## config.mk

```make
export PLATFORM = sky130hd
export DESIGN_NAME = q_format_fixed_point_alu_unit_flat
export DESIGN_NICKNAME = d
export VERILOG_FILES = /design/src/hw/rtl/qfa_pkg.sv /design/src/hw/rtl/qfa_in_if.sv /design/src/hw/rtl/qfa_out_if.sv /design/src/hw/rtl/q_format_fixed_point_alu_unit.sv /design/src/hw/rtl/qfa_front.sv /design/src/hw/rtl/qfa_div_stage.sv /design/src/hw/rtl/qfa_back.sv /design/src/flat_wrapper.sv
export SDC_FILE = /design/constraint.sdc
export NUM_CORES = 2
export LEC_CHECK = 0
export BUFFER_PORTS_ARGS = -buffer_cell sky130_fd_sc_hd__buf_2
export CAP_MARGIN = 20
export CORE_UTILIZATION = 52
export CTS_CLUSTER_SIZE = 28
export DETAILED_ROUTE_END_ITERATION = 10
export GPL_ROUTABILITY_DRIVEN = 0
export HOLD_SLACK_MARGIN = 0.05
export PLACE_DENSITY = 0.65
export SKIP_LAST_GASP = 1
export SYNTH_ARGS = -nofsm -noshare
export SYNTH_HDL_FRONTEND = slang
export SYNTH_SLANG_ARGS = --single-unit
```

## constraint.sdc

```tcl
create_clock -name clk -period 16.6 [get_ports clk]
set_input_delay 0.83 -clock clk [delete_from_list [all_inputs] [get_ports clk]]
set_output_delay 0.83 -clock clk [all_outputs]
set_load 0.03 [all_outputs]
```

## src/hw/rtl/qfa_pkg.sv

```systemverilog
// ----------------------------------------------------------------------------
// qfa_pkg
// Types, constants and operation codes shared by the fixed-point ALU.
// ----------------------------------------------------------------------------
package qfa_pkg;

  localparam int FRAC_BITS = 8;
  localparam int DATA_W    = 16;
  localparam int OP_W      = 3;

  // divider: 16 quotient bits, resolved four per pipeline stage
  localparam int DIV_Q_W    = 16;
  localparam int DIV_STEP   = 4;
  localparam int DIV_STAGES = DIV_Q_W / DIV_STEP;
  localparam int NMAG_W     = DATA_W + FRAC_BITS;
  localparam int CMP_W      = DATA_W + DIV_Q_W;
  localparam int PROD_W     = 2 * DATA_W;

  localparam logic signed [DATA_W-1:0] Q16_MIN = 16'sh8000;
  localparam logic signed [DATA_W-1:0] Q16_MAX = 16'sh7fff;

  typedef enum logic [OP_W-1:0] {
    OP_ADD   = 3'd0,
    OP_SUB   = 3'd1,
    OP_MUL   = 3'd2,
    OP_DIV   = 3'd3,
    OP_FLOOR = 3'd4,
    OP_CEIL  = 3'd5
  } op_t;

  typedef struct packed {
    op_t                       op;
    logic signed [DATA_W-1:0]  simple_res;
    logic                      lt;
    logic                      eq;
    logic                      gt;
    logic signed [PROD_W-1:0]  prod;
    logic [DATA_W-1:0]         dmag;
    logic [DATA_W-1:0]         rem;
    logic [DIV_Q_W-1:0]        nlow;
    logic [DIV_Q_W-1:0]        quo;
    logic                      neg;
    logic                      dovf;
    logic                      dz;
    logic                      a_sign;
    logic                      a_zero;
  } pipe_t;

endpackage

```

## src/hw/rtl/qfa_in_if.sv

```systemverilog
// ----------------------------------------------------------------------------
// qfa_in_if
// Input channel of the fixed-point ALU: operation and two raw operands.
// ----------------------------------------------------------------------------
interface qfa_in_if;
  logic                valid;
  logic                ready;
  logic [2:0]          operation;
  logic signed [15:0]  operand_a;
  logic signed [15:0]  operand_b;

  modport source (output valid, output operation, output operand_a, output operand_b,
                  input ready);
  modport sink   (input valid, input operation, input operand_a, input operand_b,
                  output ready);
endinterface

```

## src/hw/rtl/qfa_out_if.sv

```systemverilog
// ----------------------------------------------------------------------------
// qfa_out_if
// Result channel of the fixed-point ALU: result value and status flags.
// ----------------------------------------------------------------------------
interface qfa_out_if;
  logic                valid;
  logic                ready;
  logic signed [15:0]  result;
  logic                is_less;
  logic                is_equal;
  logic                is_greater;
  logic                overflow;
  logic                div_zero;

  modport source (output valid, output result, output is_less, output is_equal,
                  output is_greater, output overflow, output div_zero, input ready);
  modport sink   (input valid, input result, input is_less, input is_equal,
                  input is_greater, input overflow, input div_zero, output ready);
endinterface

```

## src/hw/rtl/q_format_fixed_point_alu_unit.sv

```systemverilog
// ----------------------------------------------------------------------------
// q_format_fixed_point_alu_unit
// Signed 16-bit Q-format ALU: add, subtract, multiply, divide, floor, ceil.
// ----------------------------------------------------------------------------
// Accepts one item per clock while the first stage can take it, and presents
// each result on the output in input order, through six register
// stages: one setup stage (compares, add/sub, floor/ceil, 16x16 product), four
// divider stages of four quotient bits each, and one output stage that scales
// the product and signs and saturates the quotient. Each stage holds its item
// while the next one is full, so the block keeps taking items into empty
// stages while a result waits at the output.
module q_format_fixed_point_alu_unit (
  input  logic      clk,
  input  logic      rst_n,
  qfa_in_if.sink    in_ch,
  qfa_out_if.source out_ch
);
  import qfa_pkg::*;

  logic  stg_valid [DIV_STAGES+1];
  logic  stg_ready [DIV_STAGES+1];
  pipe_t stg_data  [DIV_STAGES+1];

  qfa_front u_front (
    .clk      (clk),
    .rst_n    (rst_n),
    .in_ch    (in_ch),
    .dn_valid (stg_valid[0]),
    .dn_ready (stg_ready[0]),
    .dn_data  (stg_data[0])
  );

  for (genvar g = 0; g < DIV_STAGES; g++) begin : g_div
    qfa_div_stage u_div (
      .clk      (clk),
      .rst_n    (rst_n),
      .up_valid (stg_valid[g]),
      .up_ready (stg_ready[g]),
      .up_data  (stg_data[g]),
      .dn_valid (stg_valid[g+1]),
      .dn_ready (stg_ready[g+1]),
      .dn_data  (stg_data[g+1])
    );
  end

  qfa_back u_back (
    .clk      (clk),
    .rst_n    (rst_n),
    .up_valid (stg_valid[DIV_STAGES]),
    .up_ready (stg_ready[DIV_STAGES]),
    .up_data  (stg_data[DIV_STAGES]),
    .out_ch   (out_ch)
  );

endmodule

```

## src/hw/rtl/qfa_front.sv

```systemverilog
// ----------------------------------------------------------------------------
// qfa_front
// First stage: compare flags, simple ops, product, divider operand setup.
// ----------------------------------------------------------------------------
module qfa_front (
  input  logic          clk,
  input  logic          rst_n,
  qfa_in_if.sink        in_ch,
  output logic          dn_valid,
  input  logic          dn_ready,
  output qfa_pkg::pipe_t dn_data
);
  import qfa_pkg::*;

  localparam logic signed [DATA_W:0] RND = (DATA_W+1)'((1 << FRAC_BITS) - 1);

  logic               v_r;
  pipe_t              d_r;
  pipe_t              d_nxt;
  logic               en;

  logic signed [DATA_W-1:0] a;
  logic signed [DATA_W-1:0] b;
  op_t                      op;
  logic signed [DATA_W:0]   ceil_sum;
  logic signed [DATA_W:0]   ceil_sh;
  logic [DATA_W-1:0]        amag;
  logic [NMAG_W-1:0]        nmag;

  assign en          = !v_r || dn_ready;
  assign in_ch.ready = en;
  assign dn_valid    = v_r;
  assign dn_data     = d_r;

  always_comb begin
    a        = in_ch.operand_a;
    b        = in_ch.operand_b;
    op       = op_t'(in_ch.operation);
    ceil_sum = {a[DATA_W-1], a} + RND;
    ceil_sh  = ceil_sum >>> FRAC_BITS;
    amag     = a[DATA_W-1] ? (~a + 1'b1) : a;
    nmag     = {amag, {FRAC_BITS{1'b0}}};

    d_nxt        = '0;
    d_nxt.op     = op;
    d_nxt.lt     = (a < b);
    d_nxt.eq     = (a == b);
    d_nxt.gt     = (a > b);
    d_nxt.prod   = PROD_W'(a) * PROD_W'(b);
    d_nxt.dmag   = b[DATA_W-1] ? (~b + 1'b1) : b;
    d_nxt.rem    = DATA_W'(nmag[NMAG_W-1:DIV_Q_W]);
    d_nxt.nlow   = nmag[DIV_Q_W-1:0];
    d_nxt.quo    = '0;
    d_nxt.neg    = a[DATA_W-1] ^ b[DATA_W-1];
    d_nxt.dovf   = CMP_W'(nmag) >= {d_nxt.dmag, {DIV_Q_W{1'b0}}};
    d_nxt.dz     = (b == '0);
    d_nxt.a_sign = a[DATA_W-1];
    d_nxt.a_zero = (a == '0);

    case (op)
      OP_ADD:   d_nxt.simple_res = a + b;
      OP_SUB:   d_nxt.simple_res = a - b;
      OP_FLOOR: d_nxt.simple_res = a >>> FRAC_BITS;
      OP_CEIL:  d_nxt.simple_res = ceil_sh[DATA_W-1:0];
      default:  d_nxt.simple_res = '0;
    endcase
  end

  always_ff @(posedge clk) begin
    if (!rst_n) begin
      v_r <= 1'b0;
    end else if (en) begin
      v_r <= in_ch.valid;
    end
    if (en && in_ch.valid) begin
      d_r <= d_nxt;
    end
  end

endmodule

```

## src/hw/rtl/qfa_div_stage.sv

```systemverilog
// ----------------------------------------------------------------------------
// qfa_div_stage
// Restoring divider slice: resolves DIV_STEP quotient bits per stage.
// ----------------------------------------------------------------------------
module qfa_div_stage (
  input  logic           clk,
  input  logic           rst_n,
  input  logic           up_valid,
  output logic           up_ready,
  input  qfa_pkg::pipe_t up_data,
  output logic           dn_valid,
  input  logic           dn_ready,
  output qfa_pkg::pipe_t dn_data
);
  import qfa_pkg::*;

  logic              v_r;
  pipe_t             d_r;
  pipe_t             d_nxt;
  logic              en;
  logic [DATA_W:0]   trial;

  assign en       = !v_r || dn_ready;
  assign up_ready = en;
  assign dn_valid = v_r;
  assign dn_data  = d_r;

  always_comb begin
    d_nxt = up_data;
    trial = '0;
    for (int i = 0; i < DIV_STEP; i++) begin
      trial      = {d_nxt.rem, d_nxt.nlow[DIV_Q_W-1]};
      d_nxt.nlow = {d_nxt.nlow[DIV_Q_W-2:0], 1'b0};
      if (trial >= {1'b0, d_nxt.dmag}) begin
        trial     = trial - {1'b0, d_nxt.dmag};
        d_nxt.quo = {d_nxt.quo[DIV_Q_W-2:0], 1'b1};
      end else begin
        d_nxt.quo = {d_nxt.quo[DIV_Q_W-2:0], 1'b0};
      end
      d_nxt.rem = trial[DATA_W-1:0];
    end
  end

  always_ff @(posedge clk) begin
    if (!rst_n) begin
      v_r <= 1'b0;
    end else if (en) begin
      v_r <= up_valid;
    end
    if (en && up_valid) begin
      d_r <= d_nxt;
    end
  end

endmodule

```

## src/hw/rtl/qfa_back.sv

```systemverilog
// ----------------------------------------------------------------------------
// qfa_back
// Last stage: multiply scaling, quotient sign and saturation, result select.
// ----------------------------------------------------------------------------
module qfa_back (
  input  logic           clk,
  input  logic           rst_n,
  input  logic           up_valid,
  output logic           up_ready,
  input  qfa_pkg::pipe_t up_data,
  qfa_out_if.source      out_ch
);
  import qfa_pkg::*;

  localparam logic signed [PROD_W:0] RND = (PROD_W+1)'((1 << FRAC_BITS) - 1);
  localparam logic signed [PROD_W:0] MAX_W = (PROD_W+1)'(Q16_MAX);
  localparam logic signed [PROD_W:0] MIN_W = (PROD_W+1)'(Q16_MIN);
  localparam logic [DIV_Q_W-1:0] QMAX_POS = DIV_Q_W'(Q16_MAX);
  localparam logic [DIV_Q_W-1:0] QMAX_NEG = DIV_Q_W'(Q16_MAX) + 1'b1;

  logic                     v_r;
  logic signed [DATA_W-1:0] res_r;
  logic                     lt_r, eq_r, gt_r, ovf_r, dz_r;
  logic signed [DATA_W-1:0] res_nxt;
  logic                     ovf_nxt;
  logic                     en;

  logic signed [PROD_W:0]   padj;
  logic signed [PROD_W:0]   mq;
  logic signed [DATA_W-1:0] mul_res;
  logic                     mul_ovf;
  logic signed [DATA_W-1:0] div_res;
  logic                     div_ovf;

  assign en       = !v_r || out_ch.ready;
  assign up_ready = en;

  always_comb begin
    padj = up_data.prod[PROD_W-1] ? ({up_data.prod[PROD_W-1], up_data.prod} + RND)
                                  : {up_data.prod[PROD_W-1], up_data.prod};
    mq   = padj >>> FRAC_BITS;
    if (mq > MAX_W) begin
      mul_res = Q16_MAX;
      mul_ovf = 1'b1;
    end else if (mq < MIN_W) begin
      mul_res = Q16_MIN;
      mul_ovf = 1'b1;
    end else begin
      mul_res = mq[DATA_W-1:0];
      mul_ovf = 1'b0;
    end

    div_ovf = 1'b0;
    if (up_data.dz) begin
      div_res = up_data.a_zero ? '0 : (up_data.a_sign ? Q16_MIN : Q16_MAX);
    end else if (up_data.dovf) begin
      div_res = up_data.neg ? Q16_MIN : Q16_MAX;
      div_ovf = 1'b1;
    end else if (up_data.neg) begin
      if (up_data.quo > QMAX_NEG) begin
        div_res = Q16_MIN;
        div_ovf = 1'b1;
      end else begin
        div_res = ~up_data.quo + 1'b1;
      end
    end else if (up_data.quo > QMAX_POS) begin
      div_res = Q16_MAX;
      div_ovf = 1'b1;
    end else begin
      div_res = up_data.quo;
    end

    case (up_data.op)
      OP_MUL: begin
        res_nxt = mul_res;
        ovf_nxt = mul_ovf;
      end
      OP_DIV: begin
        res_nxt = div_res;
        ovf_nxt = div_ovf;
      end
      default: begin
        res_nxt = up_data.simple_res;
        ovf_nxt = 1'b0;
      end
    endcase
  end

  always_ff @(posedge clk) begin
    if (!rst_n) begin
      v_r <= 1'b0;
    end else if (en) begin
      v_r <= up_valid;
    end
    if (en && up_valid) begin
      res_r <= res_nxt;
      lt_r  <= up_data.lt;
      eq_r  <= up_data.eq;
      gt_r  <= up_data.gt;
      ovf_r <= ovf_nxt;
      dz_r  <= (up_data.op == OP_DIV) && up_data.dz;
    end
  end

  assign out_ch.valid      = v_r;
  assign out_ch.result     = res_r;
  assign out_ch.is_less    = lt_r;
  assign out_ch.is_equal   = eq_r;
  assign out_ch.is_greater = gt_r;
  assign out_ch.overflow   = ovf_r;
  assign out_ch.div_zero   = dz_r;

endmodule

```

## src/flat_wrapper.sv

```systemverilog
// flat-port wrapper written by rule: the top's interface ports become plain ports
module q_format_fixed_point_alu_unit_flat import qfa_pkg::*;
  (clk, rst_n, in_ch_valid, in_ch_operation, in_ch_operand_a, in_ch_operand_b, in_ch_ready, out_ch_valid, out_ch_result, out_ch_is_less, out_ch_is_equal, out_ch_is_greater, out_ch_overflow, out_ch_div_zero, out_ch_ready);
  qfa_in_if in_ch_i ();
  qfa_out_if out_ch_i ();
  input  logic clk;
  input  logic rst_n;
  input wire logic [$bits(in_ch_i.valid)-1:0] in_ch_valid;
  input wire logic [$bits(in_ch_i.operation)-1:0] in_ch_operation;
  input wire logic [$bits(in_ch_i.operand_a)-1:0] in_ch_operand_a;
  input wire logic [$bits(in_ch_i.operand_b)-1:0] in_ch_operand_b;
  output wire logic [$bits(in_ch_i.ready)-1:0] in_ch_ready;
  output wire logic [$bits(out_ch_i.valid)-1:0] out_ch_valid;
  output wire logic [$bits(out_ch_i.result)-1:0] out_ch_result;
  output wire logic [$bits(out_ch_i.is_less)-1:0] out_ch_is_less;
  output wire logic [$bits(out_ch_i.is_equal)-1:0] out_ch_is_equal;
  output wire logic [$bits(out_ch_i.is_greater)-1:0] out_ch_is_greater;
  output wire logic [$bits(out_ch_i.overflow)-1:0] out_ch_overflow;
  output wire logic [$bits(out_ch_i.div_zero)-1:0] out_ch_div_zero;
  input wire logic [$bits(out_ch_i.ready)-1:0] out_ch_ready;
  assign in_ch_i.valid = in_ch_valid;
  assign in_ch_i.operation = in_ch_operation;
  assign in_ch_i.operand_a = in_ch_operand_a;
  assign in_ch_i.operand_b = in_ch_operand_b;
  assign in_ch_ready = in_ch_i.ready;
  assign out_ch_valid = out_ch_i.valid;
  assign out_ch_result = out_ch_i.result;
  assign out_ch_is_less = out_ch_i.is_less;
  assign out_ch_is_equal = out_ch_i.is_equal;
  assign out_ch_is_greater = out_ch_i.is_greater;
  assign out_ch_overflow = out_ch_i.overflow;
  assign out_ch_div_zero = out_ch_i.div_zero;
  assign out_ch_i.ready = out_ch_ready;
  q_format_fixed_point_alu_unit u_core (.clk(clk), .rst_n(rst_n), .in_ch(in_ch_i), .out_ch(out_ch_i));
endmodule
```

==> results.toml <==
[grt]
grt_pass1_vias = 29100
grt_pass1_wl_um = 159000
grt_overflow_total = 0
grt_util_all_layers_pct = 24.6
grt_max_degree = 76
antenna_found_initial = 3

[worst_setup_path]
path_max_fanout = 24
startpoint = "u_core.g_div[0].u_div.dn_data[54]"
cp_slowest_stage_delay_ns = 0.58
arrival_ns = 12.14
path_delay_family = "compound AO/OA/AOI/OAI gates"
critPathCaptureType = "flip-flop"
crit_type = "reg2reg"
critPathBufInv = 6
worstPathRequired_ns = 16.95
slowest_stage = "clkinv_1"
cp-start-kind = "flip-flop"
r2r_start = "u_core.g_div[0].u_div.dn_data[54]"

[floorplanning]
fp.dieW_um = 286
placementRows = 103
io_pins = 62
dieArea_um2 = 81600
initial_core_util_pct = 52.8
coreArea_um2 = 79300
dieHeight_um = 286

[clock_network]
cts-buffers-inserted = 50
clock_latency_ns = 0.62
clk_pin_slew_ns = 0.06
cts_tree = "yes"
cts_resized = 0
clock-root-buffer = "clkbuf_16"
post_cts_buffers = 0
clockBufferDepth = 3
h-tree-depth = 2
cts_sinks = 494
ctsHoldBuffers = 0

[synth]
syn_nets = 4715
syn_inst = 4034
synth_edf_count = 488
yosysWarnings = 0
seq_area_frac_synth_pct = 35.3
synth_async_sr_flop_share_pct = 0
synth_top_area_cell = "edfxtp_1"
synth_area_um2 = 41800
synth.avg_cell_area_um2 = 10.4
synth_cell_types = 88
synth-main-ff-cell = "edfxtp_1"
synth_top_area_share_pct = 35.0
ys_ff_latch = 494
synth.area.top_cells = "edfxtp_1, fa_1, ha_1, inv_1, xnor2_1"

[worst_hold_path]
hold_path_class = "reg2reg"
holdCritStartpoint = "u_core.g_div[0].u_div.dn_data[119]"

[status]
status = "completed"

[timing]
rsz0062_at_grt = "false"
min_period_ns = 11.79
slew_violations = 0
worst_pin_slew_ns = 1.05
finalSetupViolations = 0
fin_worst_skew_ns = 0.0614
period_share_pct = 71.0
slew_headroom_pct = 30.0
worst_hold_slack_ns = 0.384
hold_viol = 0
fmax_mhz = 84.8
finalSetupTns_ns = 0

[finish]
nets = 4734
final_cell_mix = "edfxtp_1, inv_1, ha_1"
final_layout_size_suffix_gt1_share_pct = 8.50
multi_input_area_um2 = 24900
n_fill_cell = 6828
final_common_cell = "edfxtp_1"
syn_to_final_growth_pct = 7.30
finish.utilization_pct = 56.6
num_antenna_cells = 0
register_area_um2 = 14800

[detailed_routing]
viasPerCell = 5.74
routed_wl_um = 99600
drtPass1Iterations = 5
drcViolationCount = 0
drt-initial-drc-count = 2356
routedWlPerCell_um = 19.4
drt.antenna.violating_nets = 0
via_count = 29500

[place]
place_hpwl_um = 76700
port_buffers = 61

[flow_run]
maxCapViolations = 0
layer usage:
layer / vias up / routed length, µm / GRT usage [%]
li1: 14300 / - / -
met1: 14300 / 45500 / 34.9
met2: 777 / 45700 / 39.4
met3: 178 / 5630 / 3.41
met4: 4 / 2740 / 7.25
met5: - / 23 / 0
cells in the mapped netlist, drive strengths merged (27+ instances only):
cell and instances:
o21bai 28, xor2 89, a21o 100, mux2 143
nand2 308, nor4 32, nand3 53, nor2 244
a21oi 232, nand2b 47, clkbuf 86, nand4 42
o21ai 167, xnor2 187, o21a 68, ha 368
fa 274, inv 479, nor3 76, nor2b 56
edfxtp 488, and3 27, and2 75, a31oi 35
registers in the layout, summed over array words and instances, names as in the netlist:
name / flops
u_core.u_back.out_ch.valid: 1
u_core.u_back.out_ch.div_zero: 1
u_core.g_div.u_div.dn_data: 376
u_core.u_back.out_ch.is_greater: 1
u_core.g_div.u_div.dn_valid: 4
u_core.u_back.out_ch.overflow: 1
u_core.u_back.out_ch.is_equal: 1
u_core.u_front.dn_data: 91
u_core.u_front.dn_valid: 1
u_core.u_back.out_ch.result: 16
u_core.u_back.out_ch.is_less: 1
through the flow:
step / area [µm²] / cells / setup WS, ns
after floorplan: 41800 / 4034 / 5.97
after global placement: 43200 / 5051 / 4.99
after detailed placement: 43200 / 5051 / 4.90
after CTS: 44900 / 5143 / 4.81
after global routing: 44900 / 5143 / 4.03
final: 44900 / 5143 / 4.81
final cells by class:
class | count | share of cell area, %
clock buffer | 58 | 2.85
clock inverter | 34 | 0.892
inverter | 482 | 4.03
multi-input combinational | 2949 | 55.4
sequential | 494 | 32.9
tap | 1050 | 2.93
timing repair buffer | 76 | 0.931
final timing paths:
check	endpoint	slack, ns	depth (start not counted)
min reg2reg	u_core.g_div[1].u_div.dn_data[119]	0.38	0
min	u_core.g_div[1].u_div.dn_data[119]	0.38	0
max reg2reg	u_core.g_div[1].u_div.dn_data[40]	4.81	42
max	u_core.g_div[1].u_div.dn_data[40]	4.81	42
logic make-up after synthesis:
kind of cell	share of synthesized area, %
fa+ha+maj	24.1
mux	4.39
compound gates	13.1
flops	35.3
xor+xnor	5.78
simple gates	11.9
buf+inv	5.36
Power is left out: the tool's default activity adds up to more than one toggle a clock period on the data nets, which glitch-free logic cannot reach.
